`config.mk`:
```
export PLATFORM = sky130hd
export DESIGN_NAME = temp_humidity_qualifier_averager
export DESIGN_NICKNAME = d
export VERILOG_FILES = /design/src/thqa_pkg.sv /design/src/temp_humidity_qualifier_averager.sv /design/src/thqa_div.sv /design/src/thqa_ctrl.sv /design/src/thqa_dp.sv
export SDC_FILE = /design/constraint.sdc
export NUM_CORES = 1
export LEC_CHECK = 0
export BUFFER_PORTS_ARGS = -buffer_cell sky130_fd_sc_hd__buf_4
export CORE_UTILIZATION = 64
export DETAILED_ROUTE_END_ITERATION = 6
export HOLD_SLACK_MARGIN = 0.1
export MAX_ROUTING_LAYER = met4
export PLACE_DENSITY = 0.82
export SETUP_SLACK_MARGIN = 0.4
export SYNTH_ARGS = -nofsm -noshare
export SYNTH_HDL_FRONTEND = slang
export SYNTH_SLANG_ARGS = --single-unit
export TNS_END_PERCENT = 1
```
`constraint.sdc`:
```
create_clock -name i_clk -period 21.5 [get_ports i_clk]
set_clock_uncertainty 0.2 [all_clocks]
set_input_delay 3.225 -clock i_clk [delete_from_list [all_inputs] [get_ports i_clk]]
set_output_delay 3.225 -clock i_clk [all_outputs]
set_load 0.02 [all_outputs]
```
`src/thqa_pkg.sv`:
```
// ----------------------------------------------------------------------------
// thqa_pkg: shared constants and types
// Sizes, register indexes, reject codes and the controller/datapath links
// of the temperature/humidity qualifier averager.
// ----------------------------------------------------------------------------
`default_nettype none

package thqa_pkg;

    // averaging window and error allowance
    localparam int WINDOW      = 8;
    localparam int ERROR_LIMIT = 3;

    localparam int SLOTW = (WINDOW > 1) ? $clog2(WINDOW) : 1;
    localparam int CNTW  = $clog2(WINDOW + 1);
    localparam int TSUMW = 11 + $clog2(WINDOW) + 1;
    localparam int HSUMW = 10 + $clog2(WINDOW);

    // rounding divider: (2*|sum| + n) / (2*n)
    localparam int DNUMW = TSUMW + 1;
    localparam int DENW  = CNTW + 1;
    localparam int DCNTW = $clog2(DNUMW);

    localparam int CFG_IDXW  = 3;
    localparam int CFG_DATAW = 11;

    localparam logic [CFG_IDXW-1:0] CFG_TEMP_OFFSET  = 3'd0;
    localparam logic [CFG_IDXW-1:0] CFG_HUMID_OFFSET = 3'd1;
    localparam logic [CFG_IDXW-1:0] CFG_TEMP_LOWEST  = 3'd2;
    localparam logic [CFG_IDXW-1:0] CFG_TEMP_HIGHEST = 3'd3;
    localparam logic [CFG_IDXW-1:0] CFG_HUMID_LOWEST = 3'd4;
    localparam logic [CFG_IDXW-1:0] CFG_HUMID_HIGHEST = 3'd5;
    localparam logic [CFG_IDXW-1:0] CFG_TEMP_STEP    = 3'd6;
    localparam logic [CFG_IDXW-1:0] CFG_HUMID_STEP   = 3'd7;

    localparam logic signed [10:0] TEMP_LOWEST_RST  = -11'sd400;
    localparam logic signed [10:0] TEMP_HIGHEST_RST = 11'sd800;
    localparam logic [9:0]         HUMID_LOWEST_RST = 10'd0;
    localparam logic [9:0]         HUMID_HIGHEST_RST = 10'd1000;
    localparam logic [10:0]        TEMP_STEP_RST    = 11'd50;
    localparam logic [10:0]        HUMID_STEP_RST   = 11'd200;

    localparam logic [9:0] HUMID_MAX = 10'd1000;

    localparam logic [2:0] RSN_OK         = 3'd0;
    localparam logic [2:0] RSN_READ_FAIL  = 3'd1;
    localparam logic [2:0] RSN_TEMP_RANGE = 3'd2;
    localparam logic [2:0] RSN_HUMID_RANGE = 3'd3;
    localparam logic [2:0] RSN_TEMP_STEP  = 3'd4;
    localparam logic [2:0] RSN_HUMID_STEP = 3'd5;

    typedef struct packed {
        logic capture;
        logic check;
        logic load;
        logic step;
        logic finish;
    } t_cmd;

    typedef struct packed {
        logic pass;
        logic out_free;
    } t_sts;

endpackage

`default_nettype wire

```
`src/temp_humidity_qualifier_averager.sv`:
```
// ----------------------------------------------------------------------------
// temp_humidity_qualifier_averager: reading qualifier with moving average
// Applies offsets, range and step checks to each reading and reports the
// rounded mean of the last accepted readings, or the held value.
// ----------------------------------------------------------------------------
//
//  channel   direction  handshake            payload
//  input     in         i_valid / o_stall    read_failed, raw_temp, raw_humid
//  output    out        o_valid / i_stall    temp_out, humid_out, value_present,
//                                            reading_valid, reject_reason, error_run
//  config    in         i_cfg_we             i_cfg_index, i_cfg_wdata
//
//  an accepted reading passes capture, check, load, the bit-serial rounding
//  divide by the fill count and finish; a rejected one skips load and divide
//  o_stall is high from the cycle after a transaction until its result has
//  moved into the output register, which then waits on i_stall on its own
//  synchronous active-low reset; no clearing pass, the ring is read only
//  where it has been written
//
`default_nettype none

module temp_humidity_qualifier_averager
    import thqa_pkg::*;
(
    input  wire logic                 i_clk,
    input  wire logic                 i_rst_n,
    input  wire logic                 i_cfg_we,
    input  wire logic [CFG_IDXW-1:0]  i_cfg_index,
    input  wire logic [CFG_DATAW-1:0] i_cfg_wdata,
    input  wire logic                 i_valid,
    output logic                      o_stall,
    input  wire logic                 i_read_failed,
    input  wire logic signed [10:0]   i_raw_temp,
    input  wire logic [9:0]           i_raw_humid,
    output logic                      o_valid,
    input  wire logic                 i_stall,
    output logic signed [10:0]        o_temp_out,
    output logic [9:0]                o_humid_out,
    output logic                      o_value_present,
    output logic                      o_reading_valid,
    output logic [2:0]                o_reject_reason,
    output logic [7:0]                o_error_run
);

    t_cmd cmd;
    t_sts sts;

    thqa_ctrl u_ctrl (
        .i_clk   (i_clk),
        .i_rst_n (i_rst_n),
        .i_valid (i_valid),
        .o_stall (o_stall),
        .o_cmd   (cmd),
        .i_sts   (sts)
    );

    thqa_dp u_dp (
        .i_clk           (i_clk),
        .i_rst_n         (i_rst_n),
        .i_cfg_we        (i_cfg_we),
        .i_cfg_index     (i_cfg_index),
        .i_cfg_wdata     (i_cfg_wdata),
        .i_read_failed   (i_read_failed),
        .i_raw_temp      (i_raw_temp),
        .i_raw_humid     (i_raw_humid),
        .i_cmd           (cmd),
        .o_sts           (sts),
        .i_stall         (i_stall),
        .o_valid         (o_valid),
        .o_temp_out      (o_temp_out),
        .o_humid_out     (o_humid_out),
        .o_value_present (o_value_present),
        .o_reading_valid (o_reading_valid),
        .o_reject_reason (o_reject_reason),
        .o_error_run     (o_error_run)
    );

endmodule

`default_nettype wire

```
`src/thqa_div.sv`:
```
// ----------------------------------------------------------------------------
// thqa_div: restoring divider
// Unsigned quotient, one bit per step, most significant bit first.
// ----------------------------------------------------------------------------
`default_nettype none

module thqa_div
    import thqa_pkg::*;
(
    input  wire logic             i_clk,
    input  wire logic             i_load,
    input  wire logic             i_step,
    input  wire logic [DNUMW-1:0] i_num,
    input  wire logic [DENW-1:0]  i_den,
    output logic      [DNUMW-1:0] o_quot
);

    logic [DENW-1:0]  r_rem;
    logic [DNUMW-1:0] r_quot;
    logic [DENW-1:0]  r_den;

    logic [DENW:0]   trial;
    logic            q_bit;
    logic [DENW:0]   diff;
    logic [DENW-1:0] n_rem;

    always_comb begin
        trial = {r_rem, r_quot[DNUMW-1]};
        q_bit = (trial >= {1'b0, r_den});
        diff  = trial - {1'b0, r_den};
        n_rem = q_bit ? diff[DENW-1:0] : trial[DENW-1:0];
    end

    always_ff @(posedge i_clk) begin
        if (i_load) begin
            r_rem  <= '0;
            r_quot <= i_num;
            r_den  <= i_den;
        end else if (i_step) begin
            r_rem  <= n_rem;
            r_quot <= {r_quot[DNUMW-2:0], q_bit};
        end
    end

    assign o_quot = r_quot;

endmodule

`default_nettype wire

```
`src/thqa_ctrl.sv`:
```
// ----------------------------------------------------------------------------
// thqa_ctrl: sequencing state machine
// Walks one reading through capture, qualification, divide (accepted readings only) and output.
// ----------------------------------------------------------------------------
`default_nettype none

module thqa_ctrl
    import thqa_pkg::*;
(
    input  wire logic i_clk,
    input  wire logic i_rst_n,
    input  wire logic i_valid,
    output logic      o_stall,
    output t_cmd      o_cmd,
    input  wire t_sts i_sts
);

    typedef enum logic [4:0] {
        ST_IDLE  = 5'b00001,
        ST_CHECK = 5'b00010,
        ST_LOAD  = 5'b00100,
        ST_DIV   = 5'b01000,
        ST_FIN   = 5'b10000
    } t_state;

    localparam logic [DCNTW-1:0] DIV_LAST = DCNTW'(DNUMW - 1);

    t_state           r_state, n_state;
    logic [DCNTW-1:0] r_cnt, n_cnt;
    t_cmd             cmd;

    always_comb begin
        n_state = r_state;
        n_cnt   = r_cnt;
        cmd     = '0;
        unique case (r_state)
            ST_IDLE: begin
                if (i_valid) begin
                    cmd.capture = 1'b1;
                    n_state     = ST_CHECK;
                end
            end
            ST_CHECK: begin
                cmd.check = 1'b1;
                n_state   = i_sts.pass ? ST_LOAD : ST_FIN;
            end
            ST_LOAD: begin
                cmd.load = 1'b1;
                n_cnt    = '0;
                n_state  = ST_DIV;
            end
            ST_DIV: begin
                cmd.step = 1'b1;
                n_cnt    = r_cnt + 1'b1;
                if (r_cnt == DIV_LAST) begin
                    n_state = ST_FIN;
                end
            end
            ST_FIN: begin
                // wait for room in the output register
                if (i_sts.out_free) begin
                    cmd.finish = 1'b1;
                    n_state    = ST_IDLE;
                end
            end
            default: begin
                n_state = ST_IDLE;
            end
        endcase
    end

    always_ff @(posedge i_clk) begin
        if (!i_rst_n) begin
            r_state <= ST_IDLE;
            r_cnt   <= '0;
        end else begin
            r_state <= n_state;
            r_cnt   <= n_cnt;
        end
    end

    assign o_stall = (r_state != ST_IDLE);
    assign o_cmd   = cmd;

    // a result is only pushed when the output register can take it
    assert property (@(posedge i_clk) disable iff (!i_rst_n)
        cmd.finish |-> i_sts.out_free)
        else $error("finish issued while output register busy");

    // the divide starts from a zeroed step count after a load
    assert property (@(posedge i_clk) disable iff (!i_rst_n)
        cmd.load |=> (r_state == ST_DIV) && (r_cnt == '0))
        else $error("divide did not start from zero");

    // state register stays one-hot
    assert property (@(posedge i_clk) disable iff (!i_rst_n)
        $onehot(r_state))
        else $error("state register not one-hot");

endmodule

`default_nettype wire

```
`src/thqa_dp.sv`:
```
// ----------------------------------------------------------------------------
// thqa_dp: qualifier and averaging datapath
// Offsets, range and step checks, sample ring, running sums, rounding
// dividers, error run counter and the output register.
// ----------------------------------------------------------------------------
`default_nettype none

module thqa_dp
    import thqa_pkg::*;
(
    input  wire logic                 i_clk,
    input  wire logic                 i_rst_n,
    input  wire logic                 i_cfg_we,
    input  wire logic [CFG_IDXW-1:0]  i_cfg_index,
    input  wire logic [CFG_DATAW-1:0] i_cfg_wdata,
    input  wire logic                 i_read_failed,
    input  wire logic signed [10:0]   i_raw_temp,
    input  wire logic [9:0]           i_raw_humid,
    input  wire t_cmd                 i_cmd,
    output t_sts                      o_sts,
    input  wire logic                 i_stall,
    output logic                      o_valid,
    output logic signed [10:0]        o_temp_out,
    output logic [9:0]                o_humid_out,
    output logic                      o_value_present,
    output logic                      o_reading_valid,
    output logic [2:0]                o_reject_reason,
    output logic [7:0]                o_error_run
);

    // configuration
    logic signed [8:0]  r_temp_offset, r_humid_offset;
    logic signed [10:0] r_temp_lowest, r_temp_highest;
    logic [9:0]         r_humid_lowest, r_humid_highest;
    logic [10:0]        r_temp_step, r_humid_step;

    // item and running state
    logic               r_failed;
    logic signed [11:0] r_t, r_h;
    logic signed [10:0] r_old_t;
    logic [9:0]         r_old_h;
    logic signed [10:0] r_temp_ring [WINDOW];
    logic [9:0]         r_humid_ring [WINDOW];
    logic signed [TSUMW-1:0] r_t_sum;
    logic [HSUMW-1:0]   r_h_sum;
    logic [SLOTW-1:0]   r_slot;
    logic [CNTW-1:0]    r_fill;
    logic signed [10:0] r_prev_t;
    logic [9:0]         r_prev_h;
    logic               r_have_prev;
    logic [7:0]         r_err;
    logic [2:0]         r_reason;
    logic               r_pass;
    logic               r_t_neg;

    // output register
    logic               r_out_valid;
    logic signed [10:0] r_o_temp;
    logic [9:0]         r_o_humid;
    logic               r_o_present;
    logic               r_o_rvalid;
    logic [2:0]         r_o_reason;
    logic [7:0]         r_o_err;

    logic signed [11:0] t_in, h_in;
    logic signed [11:0] t_lo, t_hi, h_lo, h_hi;
    logic signed [12:0] dt, dh;
    logic [12:0]        adt, adh;
    logic [2:0]         reason;
    logic [9:0]         h_clamp;
    logic               full;
    logic signed [TSUMW-1:0] t_sum_n;
    logic [HSUMW-1:0]   h_sum_n;
    logic [SLOTW-1:0]   slot_n;
    logic [TSUMW-1:0]   t_mag;
    logic [DNUMW-1:0]   num_t, num_h;
    logic [DENW-1:0]    den;
    logic [DNUMW-1:0]   q_t, q_h;
    logic [DNUMW-1:0]   mean_t_w;
    logic signed [10:0] mean_t;
    logic [9:0]         mean_h;
    logic               rvalid_n;

    // offsets are applied at capture
    always_comb begin
        t_in = {i_raw_temp[10], i_raw_temp}
             + {{3{r_temp_offset[8]}}, r_temp_offset};
        h_in = $signed({2'b00, i_raw_humid})
             + {{3{r_humid_offset[8]}}, r_humid_offset};
    end

    // qualification, checks in priority order
    always_comb begin
        t_lo = {r_temp_lowest[10], r_temp_lowest};
        t_hi = {r_temp_highest[10], r_temp_highest};
        h_lo = $signed({2'b00, r_humid_lowest});
        h_hi = $signed({2'b00, r_humid_highest});
        dt   = {r_t[11], r_t} - {{2{r_prev_t[10]}}, r_prev_t};
        dh   = {r_h[11], r_h} - $signed({3'b000, r_prev_h});
        adt  = dt[12] ? 13'(-dt) : 13'(dt);
        adh  = dh[12] ? 13'(-dh) : 13'(dh);
        if (r_failed) begin
            reason = RSN_READ_FAIL;
        end else if (r_t < t_lo || r_t > t_hi) begin
            reason = RSN_TEMP_RANGE;
        end else if (r_h < h_lo || r_h > h_hi) begin
            reason = RSN_HUMID_RANGE;
        end else if (r_have_prev && adt > {2'b00, r_temp_step}) begin
            reason = RSN_TEMP_STEP;
        end else if (r_have_prev && adh > {2'b00, r_humid_step}) begin
            reason = RSN_HUMID_STEP;
        end else begin
            reason = RSN_OK;
        end
    end

    // ring and running sums
    always_comb begin
        if (r_h[11]) begin
            h_clamp = '0;
        end else if (r_h > $signed({2'b00, HUMID_MAX})) begin
            h_clamp = HUMID_MAX;
        end else begin
            h_clamp = r_h[9:0];
        end
        full    = (r_fill == CNTW'(WINDOW));
        t_sum_n = r_t_sum + {{(TSUMW-11){r_t[10]}}, r_t[10:0]}
                - (full ? {{(TSUMW-11){r_old_t[10]}}, r_old_t} : '0);
        h_sum_n = r_h_sum + HSUMW'(h_clamp) - (full ? HSUMW'(r_old_h) : '0);
        slot_n  = (r_slot == SLOTW'(WINDOW - 1)) ? '0 : r_slot + 1'b1;
    end

    // divider operands: (2*|sum| + n) / (2*n)
    always_comb begin
        t_mag = r_t_sum[TSUMW-1] ? TSUMW'(-r_t_sum) : TSUMW'(r_t_sum);
        num_t = {t_mag, 1'b0} + DNUMW'(r_fill);
        num_h = DNUMW'({r_h_sum, 1'b0}) + DNUMW'(r_fill);
        den   = {r_fill, 1'b0};
    end

    thqa_div u_div_t (
        .i_clk  (i_clk),
        .i_load (i_cmd.load),
        .i_step (i_cmd.step),
        .i_num  (num_t),
        .i_den  (den),
        .o_quot (q_t)
    );

    thqa_div u_div_h (
        .i_clk  (i_clk),
        .i_load (i_cmd.load),
        .i_step (i_cmd.step),
        .i_num  (num_h),
        .i_den  (den),
        .o_quot (q_h)
    );

    always_comb begin
        mean_t_w = r_t_neg ? DNUMW'(-q_t) : q_t;
        mean_t   = $signed(mean_t_w[10:0]);
        mean_h   = q_h[9:0];
        rvalid_n = r_pass || (r_have_prev && r_err <= 8'(ERROR_LIMIT));
    end

    // configuration writes
    always_ff @(posedge i_clk) begin
        if (!i_rst_n) begin
            r_temp_offset   <= '0;
            r_humid_offset  <= '0;
            r_temp_lowest   <= TEMP_LOWEST_RST;
            r_temp_highest  <= TEMP_HIGHEST_RST;
            r_humid_lowest  <= HUMID_LOWEST_RST;
            r_humid_highest <= HUMID_HIGHEST_RST;
            r_temp_step     <= TEMP_STEP_RST;
            r_humid_step    <= HUMID_STEP_RST;
        end else if (i_cfg_we) begin
            unique case (i_cfg_index)
                CFG_TEMP_OFFSET:   r_temp_offset   <= $signed(i_cfg_wdata[8:0]);
                CFG_HUMID_OFFSET:  r_humid_offset  <= $signed(i_cfg_wdata[8:0]);
                CFG_TEMP_LOWEST:   r_temp_lowest   <= $signed(i_cfg_wdata);
                CFG_TEMP_HIGHEST:  r_temp_highest  <= $signed(i_cfg_wdata);
                CFG_HUMID_LOWEST:  r_humid_lowest  <= i_cfg_wdata[9:0];
                CFG_HUMID_HIGHEST: r_humid_highest <= i_cfg_wdata[9:0];
                CFG_TEMP_STEP:     r_temp_step     <= i_cfg_wdata;
                CFG_HUMID_STEP:    r_humid_step    <= i_cfg_wdata;
            endcase
        end
    end

    // sample ring, read at capture and written on an accepted reading
    always_ff @(posedge i_clk) begin
        if (i_cmd.capture) begin
            r_old_t <= r_temp_ring[r_slot];
            r_old_h <= r_humid_ring[r_slot];
        end
        if (i_cmd.check && reason == RSN_OK) begin
            r_temp_ring[r_slot]  <= r_t[10:0];
            r_humid_ring[r_slot] <= h_clamp;
        end
    end

    // item payload
    always_ff @(posedge i_clk) begin
        if (i_cmd.capture) begin
            r_failed <= i_read_failed;
            r_t      <= t_in;
            r_h      <= h_in;
        end
        if (i_cmd.check) begin
            r_reason <= reason;
        end
        if (i_cmd.load) begin
            r_t_neg <= r_t_sum[TSUMW-1];
        end
    end

    // running state
    always_ff @(posedge i_clk) begin
        if (!i_rst_n) begin
            r_t_sum     <= '0;
            r_h_sum     <= '0;
            r_slot      <= '0;
            r_fill      <= '0;
            r_prev_t    <= '0;
            r_prev_h    <= '0;
            r_have_prev <= 1'b0;
            r_err       <= '0;
            r_pass      <= 1'b0;
        end else begin
            if (i_cmd.check) begin
                r_pass <= (reason == RSN_OK);
                if (reason == RSN_OK) begin
                    r_t_sum <= t_sum_n;
                    r_h_sum <= h_sum_n;
                    r_slot  <= slot_n;
                    if (!full) begin
                        r_fill <= r_fill + 1'b1;
                    end
                    r_err <= '0;
                end else if (r_err != 8'hFF) begin
                    r_err <= r_err + 1'b1;
                end
            end
            if (i_cmd.finish && r_pass) begin
                r_prev_t    <= mean_t;
                r_prev_h    <= mean_h;
                r_have_prev <= 1'b1;
            end
        end
    end

    // output register
    always_ff @(posedge i_clk) begin
        if (!i_rst_n) begin
            r_out_valid <= 1'b0;
        end else if (i_cmd.finish) begin
            r_out_valid <= 1'b1;
        end else if (!i_stall) begin
            r_out_valid <= 1'b0;
        end
    end

    always_ff @(posedge i_clk) begin
        if (i_cmd.finish) begin
            r_o_temp    <= r_pass ? mean_t : r_prev_t;
            r_o_humid   <= r_pass ? mean_h : r_prev_h;
            r_o_present <= r_pass || r_have_prev;
            r_o_rvalid  <= rvalid_n;
            r_o_reason  <= r_reason;
            r_o_err     <= r_err;
        end
    end

    assign o_sts.pass     = (reason == RSN_OK);
    assign o_sts.out_free = !r_out_valid || !i_stall;

    assign o_valid         = r_out_valid;
    assign o_temp_out      = r_o_temp;
    assign o_humid_out     = r_o_humid;
    assign o_value_present = r_o_present;
    assign o_reading_valid = r_o_rvalid;
    assign o_reject_reason = r_o_reason;
    assign o_error_run     = r_o_err;

    assert property (@(posedge i_clk) disable iff (!i_rst_n)
        r_fill <= CNTW'(WINDOW))
        else $error("fill count beyond window");

    assert property (@(posedge i_clk) disable iff (!i_rst_n)
        (i_cmd.finish && r_pass) |-> (r_err == '0))
        else $error("error run not cleared on accepted reading");

    assert property (@(posedge i_clk) disable iff (!i_rst_n)
        (r_out_valid && r_o_rvalid) |-> r_o_present)
        else $error("valid reading without a present value");

    assert property (@(posedge i_clk) disable iff (!i_rst_n)
        (r_out_valid && r_o_reason == RSN_OK) |-> (r_o_rvalid && r_o_err == '0))
        else $error("accepted reading not reported valid");

endmodule

`default_nettype wire
```
==> metrics.md <==
| Metric | Value |
|---|---|
| Final Instance Count excl. Fillers | 2,954 |
| Kind of end point of the critical path | register |
| Initial antenna violation count | 0 |
| Main flop type after synthesis | sky130_fd_sc_hd__edfxtp_1 |
| Post-synthesis cell type count | 74 |
| Fraction of synthesis flops using an asynchronous set or reset pin | 0% |
| Maximum buffer depth of the clock tree | 3 |
| Number of diodes | 0 |
| Worst min-delay path class | register to register |
| Global-route wire length before repair | 94,800 µm |
| Static leakage | 10.0 nW |
| Max Freq | 140 MHz |
| Via density | 6.22 |
| Die Area | 0.0383 mm² |
| NumNets Final | 2,684 |
| Worst Hold Depth | 0 |
| P per Cell Area | 75.4 mW/mm² |
| Area growth, synth to finish | 10.2% |
| Endpoint arrival time on the critical path | 7.14 ns |
| Synth warn | 0 |
| Most used standard cells in the synthesized netlist | sky130_fd_sc_hd__edfxtp_1 (288), sky130_fd_sc_hd__nand2_1 (284), sky130_fd_sc_hd__inv_1 (229) |
| Die W | 196 µm |
| Largest fanout of any net on the critical path | 31 |
| Post-DR wirelength/cell | 20.4 µm |
| Vias post-DR | 18,386 |
| Clock insertion delay at the later pin of the skew report | 0.57 ns |
| Hold Worst Slack | 0.239 ns |
| Sum of routed wire length over all layers | 60,400 µm |
| Number of buffers inserted during clock tree synthesis | 47 |
| Maximum number of pins on one net before global-route repair | 65 |
| TritonCTS clock tree | done |
| Synth area leader | sky130_fd_sc_hd__edfxtp_1 |
| Normalized max-slew margin | 16.6% |
| Slew at the pin with the worst max-slew slack | 1.25 ns |
| Initial core utilization | 65.3% |
| Fin crit share | 33.3% |
| # resized after CTS | 0 |
| Worst Setup Start Kind | register |
| Final hold violation count | 0 |
| Post-CTS setup repair buffer count | 0 |
| Residual DRC count | 0 |
| Net count after synthesis | 2,636 |
| Top cells by area, synth | sky130_fd_sc_hd__edfxtp_1 (36%), sky130_fd_sc_hd__dfxtp_1 (14%), sky130_fd_sc_hd__ha_1 (8.4%), sky130_fd_sc_hd__nand2_1 (4.4%), sky130_fd_sc_hd__a21oi_1 (4.2%) |
| Synthesis-stage register bit count | 456 |
| Share of the synthesized area in the top cell type | 36.0% |
| Final setup vio count | 0 |
| Outcome | finished, final reports clean |
| Share of cells above drive strength 1 | 7.68% |
| Die boundary height | 196 µm |
| Post-layout utilization of the core | 72.0% |
| Number of port buffers | 76 |
| Number of DRC markers in iteration 0 | 1,587 |
| Clock transition at the register clock pins on the worst setup and hold paths after CTS | 0.06 ns |
| 1st-pass router iterations | 6 |
| Clock sink count | 456 |
| RSZ-0062 raised after global routing | false |
| Category of the critical setup timing path | register to register |
| Placer congestion estimate | 0.937 |
| Post-Syn Instances | 2,401 |
| CORE AREA | 0.0368 mm² |
| Global router's overall resource usage | 32.8% |
| Number of global-route vias before repair | 17,823 |
| Max-slew violations | 0 |
| Root buffer cell | sky130_fd_sc_hd__clkbuf_16 |
| Number of standard-cell rows in the floorplan | 70 |
| Number of top-level pins | 77 |
| Max-capacitance violation count | 0 |
| Count of H-tree levels built during CTS | 2 |
| Required @ worst endpoint | 21.48 ns |
| DP Wirelength | 41,700 µm |
| # hold bufs at CTS | 0 |
| Post-synth EDFFs | 288 |
| Sequential element share of the synthesized area | 50.0% |
| Gr ovfl total | 0 |
| Post-route ant nets | 0 |
| Setup Total Neg Slack | 0 ns |
| Minimum clock period after layout | 7.15 ns |
| Cells on worst reg2reg path | 17 |
| Top-count cell post-synth | sky130_fd_sc_hd__edfxtp_1 |
| Post-placement cell count | 2,868 |
| Post-Syn Area | 0.0240 mm² |
| Worst-case vdd ir drop | 0.0000720 V |
| Avg Inst Size Synth | 10.0 µm² |
-- metrics by stage --
| step | total power [mW] | cell area, µm² | worst slack [ns] |
|---|---|---|---|
| 3_3_place_gp | 1.22 | 25000 | 14.79 |
| 2_1_floorplan | 1.16 | 24000 | 14.65 |
| 5_1_grt | 2.07 | 26500 | 13.79 |
| 3_5_place_dp | 1.23 | 25000 | 14.49 |
| 4_1_cts | 2.00 | 26500 | 14.44 |
| 6_report | 2.00 | 26500 | 14.35 |
-- layer usage --
metal / vias to the layer above / GRT usage (%) / wire length (µm)
li1: 8647 / - / -
met1: 8850 / 43.3 / 25300
met2: 768 / 52.5 / 28600
met3: 121 / 4.16 / 4760
met4: 0 / 11.2 / 1760
met5: - / - / 0
-- cell usage in the layout (no fill, tap or decap), drive strengths merged, types with 10 or more instances in the layout --
master / count
a21oi: 200
buf: 95
or2: 11
inv: 230
fa: 32
ha: 162
clkinv: 17
xnor2: 77
dfxtp: 168
edfxtp: 288
nor3: 25
nor2b: 24
xor2: 47
nand4: 40
a22oi: 86
nand3: 53
o21ai: 136
and2: 32
a21o: 20
clkbuf: 62
or3: 17
a211oi: 14
nor4: 12
o21a: 20
o211ai: 30
nand2: 284
nor2: 140
o31ai: 14
nand2b: 10
and3: 20
-- layout make-up --
class,instances,area (µm²)
multi-input combinational,1619,10900
sequential,456,12000
tap,468,586
clock inverter,24,216
clock buffer,62,1240
fill,2599,10300
timing repair buffer,95,713
inverter,230,865
-- worst paths after layout --
path	start	end	slack, ns
hold reg to reg	u_dp.r_reason[1]	u_dp.o_reject_reason[1]	0.24
setup reg to reg	u_dp.r_t[7]	u_dp.r_temp_ring[6][0]	14.35
hold / removal	u_dp.r_reason[1]	u_dp.o_reject_reason[1]	0.24
setup / recovery	u_dp.r_t[7]	u_dp.r_temp_ring[6][0]	14.35
-- where the power goes --
group	total [mW]	switching [mW]	internal [mW]
Clock	0.780	0.336	0.445
Combinational	0.254	0.152	0.102
Sequential	0.964	0.0179	0.946
-- registers in the layout, indices dropped and copies added, names as in the netlist, 12 cells and up --
| name | flops |
|---|---|
| u_dp.r_t_sum | 15 |
| u_dp.u_div_h.o_quot | 16 |
| u_dp.r_t | 12 |
| u_dp.r_temp_ring | 88 |
| u_dp.r_humid_ring | 80 |
| u_dp.u_div_t.o_quot | 16 |
| u_dp.r_h_sum | 13 |
| u_dp.r_h | 12 |
-- worst max-delay path, cell delays in order, from the launching register on --
cell and delay, ns:
sky130_fd_sc_hd__edfxtp_1 0.77, sky130_fd_sc_hd__ha_1 0.46, sky130_fd_sc_hd__a21oi_1 0.40, sky130_fd_sc_hd__o21a_1 0.21, sky130_fd_sc_hd__a31o_2 0.14, sky130_fd_sc_hd__xor2_1 0.25, sky130_fd_sc_hd__o41ai_1 0.17, sky130_fd_sc_hd__or3b_2 0.46
sky130_fd_sc_hd__nand2_1 0.09, sky130_fd_sc_hd__xor2_1 0.16, sky130_fd_sc_hd__ha_1 0.27, sky130_fd_sc_hd__a2111oi_0 0.59, sky130_fd_sc_hd__nor3b_1 0.31, sky130_fd_sc_hd__o22ai_1 0.13, sky130_fd_sc_hd__a211o_1 0.38, sky130_fd_sc_hd__o31ai_4 0.25
sky130_fd_sc_hd__buf_4 0.42, sky130_fd_sc_hd__and3_1 1.08
-- cells by family after synthesis --
family,after synthesis,synth area share [%]
simple gates,703,13.8
compound gates,594,15.3
flops,456,50.0
buf+inv,326,5.17
fa+ha+maj,194,11.1
xor+xnor,124,4.52
mux,4,0.177
Power figures use the tool's default switching activity.
